## src/rtl/core/crc64bs_pkg.sv

```systemverilog
// Types, constants and CRC helpers for the CRC-64 byte stream checker.
package crc64bs_pkg;

    localparam int LENGTH_BITS_DEFAULT = 32;
    localparam int PAYLOAD_LEN_BITS    = 32;
    localparam int CRC_BITS            = 64;
    localparam int QUEUE_DEPTH         = 2;
    localparam int QUEUE_PTR_BITS      = $clog2(QUEUE_DEPTH);
    localparam int QUEUE_CNT_BITS      = $clog2(QUEUE_DEPTH + 1);
    localparam int CFG_INDEX_BITS      = 2;
    localparam int WINDOW_BYTES        = 8;

    localparam logic [CRC_BITS-1:0] CRC_POLY  = 64'h95ac9329ac4bc9b5;
    localparam logic [7:0]          BYTE_MASK = 8'hff;

    typedef enum logic [1:0] {
        STATUS_COMPUTED  = 2'd0,
        STATUS_MATCH     = 2'd1,
        STATUS_MISMATCH  = 2'd2,
        STATUS_TOO_SHORT = 2'd3
    } status_t;

    typedef enum logic [CFG_INDEX_BITS-1:0] {
        CFG_START_VALUE   = 2'd0,
        CFG_CHECK_MODE    = 2'd1,
        CFG_TRAILER_BIG   = 2'd2,
        CFG_UNUSED        = 2'd3
    } cfg_index_t;

    typedef logic [CRC_BITS-1:0] crc_table_t [256];

    // One classified byte handed from the front end to the CRC engine.
    typedef struct packed {
        logic                        first;      // load start value before folding
        logic                        fold_en;    // fold fold_byte into the CRC
        logic [7:0]                  fold_byte;
        logic                        last;       // emit a result after this item
        logic                        compare;    // result status comes from trailer compare
        status_t                     status;     // status when no compare is needed
        logic [PAYLOAD_LEN_BITS-1:0] length;
        logic [CRC_BITS-1:0]         stored;     // trailer CRC, already in register order
    } entry_t;

    function automatic crc_table_t gen_crc_table();
        crc_table_t          tbl;
        logic [CRC_BITS-1:0] c;
        for (int i = 0; i < 256; i++) begin
            c = CRC_BITS'(i);
            for (int k = 0; k < 8; k++) begin
                c = c[0] ? ((c >> 1) ^ CRC_POLY) : (c >> 1);
            end
            tbl[i] = c;
        end
        return tbl;
    endfunction

    localparam crc_table_t CRC_TABLE = gen_crc_table();

    // Reflected byte step: one table lookup and two xors.
    function automatic logic [CRC_BITS-1:0] crc_step(input logic [CRC_BITS-1:0] crc,
                                                     input logic [7:0] b);
        logic [7:0] idx;
        idx = (crc[7:0] ^ b) & BYTE_MASK;
        return (crc >> 8) ^ CRC_TABLE[idx];
    endfunction

    function automatic logic [CRC_BITS-1:0] swap_bytes(input logic [CRC_BITS-1:0] v);
        logic [CRC_BITS-1:0] r;
        for (int i = 0; i < WINDOW_BYTES; i++) begin
            r[8*i +: 8] = v[8*(WINDOW_BYTES-1-i) +: 8];
        end
        return r;
    endfunction

endpackage

```

## src/rtl/core/crc64bs_front.sv

```systemverilog
// Front end: accepts bytes, tracks trailer window and length, classifies each item.
module crc64bs_front import crc64bs_pkg::*; #(
    parameter int LENGTH_BITS = LENGTH_BITS_DEFAULT
) (
    input  logic        aclk,
    input  logic        aresetn,
    input  logic        s_tvalid,
    output logic        s_tready,
    input  logic [7:0]  s_tdata,     // [7:0] data_byte
    input  logic        s_tlast,
    input  logic        check_mode,
    input  logic        trailer_big_endian,
    input  logic        q_full,
    output logic        q_push,
    output entry_t      q_entry
);

    logic                       in_msg_reg;
    logic [CRC_BITS-1:0]        window_reg, window_next, window_base;
    logic [3:0]                 fill_reg, fill_next, fill_base;
    logic [LENGTH_BITS-1:0]     count_reg, count_next, count_base;
    logic                       count_inc;
    logic                       fold_en;
    logic [7:0]                 fold_sel;
    logic [PAYLOAD_LEN_BITS-1:0] len_sat;

    assign s_tready = !q_full;
    assign q_push   = s_tvalid && s_tready;

    always_comb begin
        window_base = in_msg_reg ? window_reg : '0;
        fill_base   = in_msg_reg ? fill_reg : '0;
        count_base  = in_msg_reg ? count_reg : '0;
        window_next = window_base;
        fill_next   = fill_base;
        count_inc   = 1'b0;
        fold_en     = 1'b0;
        fold_sel    = s_tdata;
        if (check_mode) begin
            if (fill_base >= 4'(WINDOW_BYTES)) begin
                fold_en   = 1'b1;
                fold_sel  = window_base[CRC_BITS-1 -: 8];
                count_inc = 1'b1;
            end else begin
                fill_next = fill_base + 4'd1;
            end
            window_next = {window_base[CRC_BITS-9:0], s_tdata};
        end else begin
            fold_en   = 1'b1;
            count_inc = 1'b1;
        end
        count_next = (count_inc && (count_base != '1)) ? count_base + 1'b1 : count_base;
    end

    generate
        if (LENGTH_BITS > PAYLOAD_LEN_BITS) begin : g_len_wide
            assign len_sat = (|count_next[LENGTH_BITS-1:PAYLOAD_LEN_BITS]) ?
                             '1 : count_next[PAYLOAD_LEN_BITS-1:0];
        end else begin : g_len_narrow
            assign len_sat = PAYLOAD_LEN_BITS'(count_next);
        end
    endgenerate

    always_comb begin
        q_entry.first     = !in_msg_reg;
        q_entry.fold_en   = fold_en;
        q_entry.fold_byte = fold_sel;
        q_entry.last      = s_tlast;
        q_entry.stored    = trailer_big_endian ? window_next : swap_bytes(window_next);
        q_entry.compare   = 1'b0;
        q_entry.status    = STATUS_COMPUTED;
        q_entry.length    = len_sat;
        if (check_mode) begin
            if (fill_next < 4'(WINDOW_BYTES)) begin
                q_entry.status = STATUS_TOO_SHORT;
                q_entry.length = '0;
            end else begin
                q_entry.compare = 1'b1;
                q_entry.status  = STATUS_MATCH;
            end
        end
    end

    always_ff @(posedge aclk) begin
        if (!aresetn) begin
            in_msg_reg <= 1'b0;
        end else if (q_push) begin
            in_msg_reg <= !s_tlast;
        end
    end

    always_ff @(posedge aclk) begin
        if (q_push) begin
            window_reg <= window_next;
            fill_reg   <= fill_next;
            count_reg  <= count_next;
        end
    end

endmodule

```

## config.mk

```make
export PLATFORM = sky130hd
export DESIGN_NAME = crc64bs_front
export DESIGN_NICKNAME = d
export VERILOG_FILES = /design/src/rtl/core/crc64bs_pkg.sv /design/src/rtl/core/crc64bs_front.sv
export SDC_FILE = /design/constraint.sdc
export NUM_CORES = 1
export LEC_CHECK = 0
export ABC_AREA = 1
export BUFFER_PORTS_ARGS = -buffer_cell sky130_fd_sc_hd__buf_2
export CAP_MARGIN = 20
export CORE_AREA = 4 4 133 135
export DETAILED_ROUTE_END_ITERATION = 10
export DIE_AREA = 0 0 137 139
export GPL_ROUTABILITY_DRIVEN = 1
export PLACE_DENSITY = 0.6
export SLEW_MARGIN = 20
export SYNTH_ARGS = -nofsm -noshare
export SYNTH_HDL_FRONTEND = slang
export SYNTH_SLANG_ARGS = --single-unit
export TNS_END_PERCENT = 20
```

## constraint.sdc

```tcl
create_clock -name aclk -period 3.2 [get_ports aclk]
set_input_delay 0.16 -clock aclk [delete_from_list [all_inputs] [get_ports aclk]]
set_output_delay 0.16 -clock aclk [all_outputs]
set_load 0.1 [all_outputs]
```

==> results.cfg <==
[final_layout]
nNetsFinal = 1035
finalNonFillerCells = 1242
ff_latch_area_mm2 = 0.00303
area_delta_synth_final_pct = 37.4
largest_reg_flops = 64
diodes = 0
final_layout_size_suffix_gt1_share_pct = 21.7
fillers = 1540
multi_input_area_mm2 = 0.00311

[critical_path]
r2r_slack_ns = 0.63
worstPathRequired_ns = 3.04
crit-reg2reg-capture = count_reg[8]$_DFFE_PP_
crit_type = reg -> out
start_kind = flop
cp-startpoint = in_msg_reg$_SDFFE_PN0P_
end_kind = output pin
worstPathMaxFanout = 20
reg2reg_from = in_msg_reg$_SDFFE_PN0P_
worst_ep_arrival_time_ns = 2.81
reg2regPathDepth = 12

[global_route]
met1_usage_pct = 26.6
grt_usage_pct = 20.4
antenna_found_initial = 0
grt_pass1_vias = 6079
grt_pass1_wl_mm = 31.0
grt_max_degree = 95
top_usage_layer = met2
grt-ovfl-total = 0
use_met2_pct = 32.8
grtUsageMet3_pct = 6.71

[synth]
syn-num-nets = 936
synth_area_leader_cell = edfxtp_1
syn_area_per_cell_um2 = 7.41
synth_edf_count = 100
netlist_area_mm2 = 0.00680
synth_top_cell_area_share_pct = 44.2
ys_top_cells_by_count = 245 x nand2_1, 134 x o21ai_0, 124 x inv_1, 100 x edfxtp_1, 72 x a21oi_1
yosys.cell_count.top_type = nand2_1
ys_ff_latch = 101
netlist_instances = 918
ys_seq_area_share_pct = 44.4
ys_async_sr_fraction_pct = 0
synth_flop_cell = edfxtp_1
synthTopCellsByArea = edfxtp_1 44%, nand2_1 14%, o21ai_0 9.9%
ys_types = 34
synth_warnings = 0

[sta]
grt_setup_unrepaired = no
fin_crit_ns = 2.97
finalCritPeriodShare_pct = 92.7
hold_ws_ns = 0.0348
hold_viol = 0
fin_tns_setup_ns = 0
maxSlewHeadroom_pct = 52.3
finalClockSkew_ns = 0.0104
drv_slew = 0
setup_violations = 0
max_freq_mhz = 337
worst-slew-pin-transition_ns = 0.714

[cts]
cts_root_buf = clkbuf_16
cts_tree = done
clock_latency_ns = 0.36
cts_inserted_buffers = 9
post_cts_buffers = 0
clk_path_buf_depth = 2
htreeDepth = 3
cts.clk_slew.worst_paths_ns = 0.07
clock_sinks = 101

[floorplanning]
initial_core_util_pct = 41.3
die_h_um = 139
die_area_mm2 = 0.0190
die_w_um = 137
num_io_pins = 127
rows = 47
core-area_mm2 = 0.0165

[worst_hold_path]
min_path_type = in -> reg
min_path_cells = 3
hold_end = in_msg_reg$_SDFFE_PN0P_
holdCritStartpoint = aresetn

[route]
vias = 6305
antenna_left = 0
wl_per_cell_um = 15.8
drc = 0
wirelength_mm = 19.6
via_per_inst = 5.08
drt_iter0_markers = 500
drt_first_pass_iters = 5

[placement]
dpl.hpwl_mm = 14.0
portBuffers = 126
dp_cells = 1224
gp_congestion = 0.901

[job]
cap_violations = 0

[power]
power_leakage_nw = 4.10
p_per_area_mw_per_mm2 = 420
ir_drop_uv = 283

[run_status]
outcome = complete, no violations
[cell usage in the layout, fill, tap and decap left out, drive strengths merged, types with 3 or more instances in the layout]
cell type,instances
clkinv,4
xnor2,4
edfxtp,100
a21oi,72
o21ai,134
xor2,6
nor2,76
buf,139
inv,130
nand4,11
nand3b,3
nand3,62
nor3,3
clkbuf,10
nand2,257
ha,3
[worst max-delay path: stages, from the launching register on]
cell	delay [ns]
dfxtp_4	0.43
nand2_1	0.09
inv_1	0.08
ha_1	0.23
nand2_1	0.11
nor2_4	0.16
nand3_2	0.17
nor2_2	0.16
nand2_2	0.17
buf_4	0.26
nand2_1	0.08
nand2_1	0.06
a21oi_1	0.22
buf_12	0.21
[how the worst max path moves through the flow]
stage / endpoint / slack, ns / cells after the start
6_report: q_entry[95] / 0.23 / 13
3_5_place_dp: q_entry[81] / 0.51 / 11
3_3_place_gp: q_entry[81] / 0.57 / 11
2_1_floorplan: q_entry[71] / -0.57 / 7
4_1_cts: q_entry[81] / 0.11 / 11
5_1_grt: q_entry[78] / 0.01 / 12
[per-stage QoR]
step / setup slack [ns] / area [um2] / utilization, % / power (mW)
6_report: 0.232 / 9350 / 56.8 / 3.93
4_1_cts: 0.107 / 9290 / 56.4 / 3.95
3_5_place_dp: 0.506 / 8960 / 54.4 / 2.76
3_3_place_gp: 0.570 / 8960 / 54.4 / 2.76
2_1_floorplan: -0.574 / 6890 / - / 2.40
5_1_grt: 0.0107 / 9350 / 56.8 / 4.07
[area by class of cell]
cell class	count	area share (%)
clock buffers	9	2.41
clock inverters	7	1.07
inverters	129	5.22
multi-input cells	635	33.3
flip-flops and latches	101	32.4
well taps	220	2.95
repair buffers	141	22.7
[metal layers]
| metal | vias to the layer above | wire (um) |
|---|---|---|
| li1 | 3206 | - |
| met1 | 2906 | 8530 |
| met2 | 173 | 9270 |
| met3 | 20 | 1500 |
| met4 | 0 | 261 |
| met5 | - | 0 |
[power by group]
part	switching, mW	internal, mW
Clock	0.553	0.633
Sequential	0.0344	1.52
Combinational	0.876	0.308
Total	1.46	2.46
[logic make-up (layout without fill, tap and decap cells)]
family	count (synthesis)	count (layout)	synth area share [%]
xor gates and xnor gates	10	10	1.29
muxes	1	1	0.166
adders and majority gates	3	3	0.552
and+or+nand+nor	414	414	27.1
DFF	101	101	44.4
AOI/OAI and AO/OA	207	207	15.3
buffers and inverters	182	286	11.2
[what timing repair did]
action / CTS / global route
gates resized for setup: 0 / 6
setup endpoints to repair: 0 / 12
hold endpoints to repair: 1 / 0
hold buffers: 1 / 0
No activity file was read; power rests on OpenSTA's default activity.
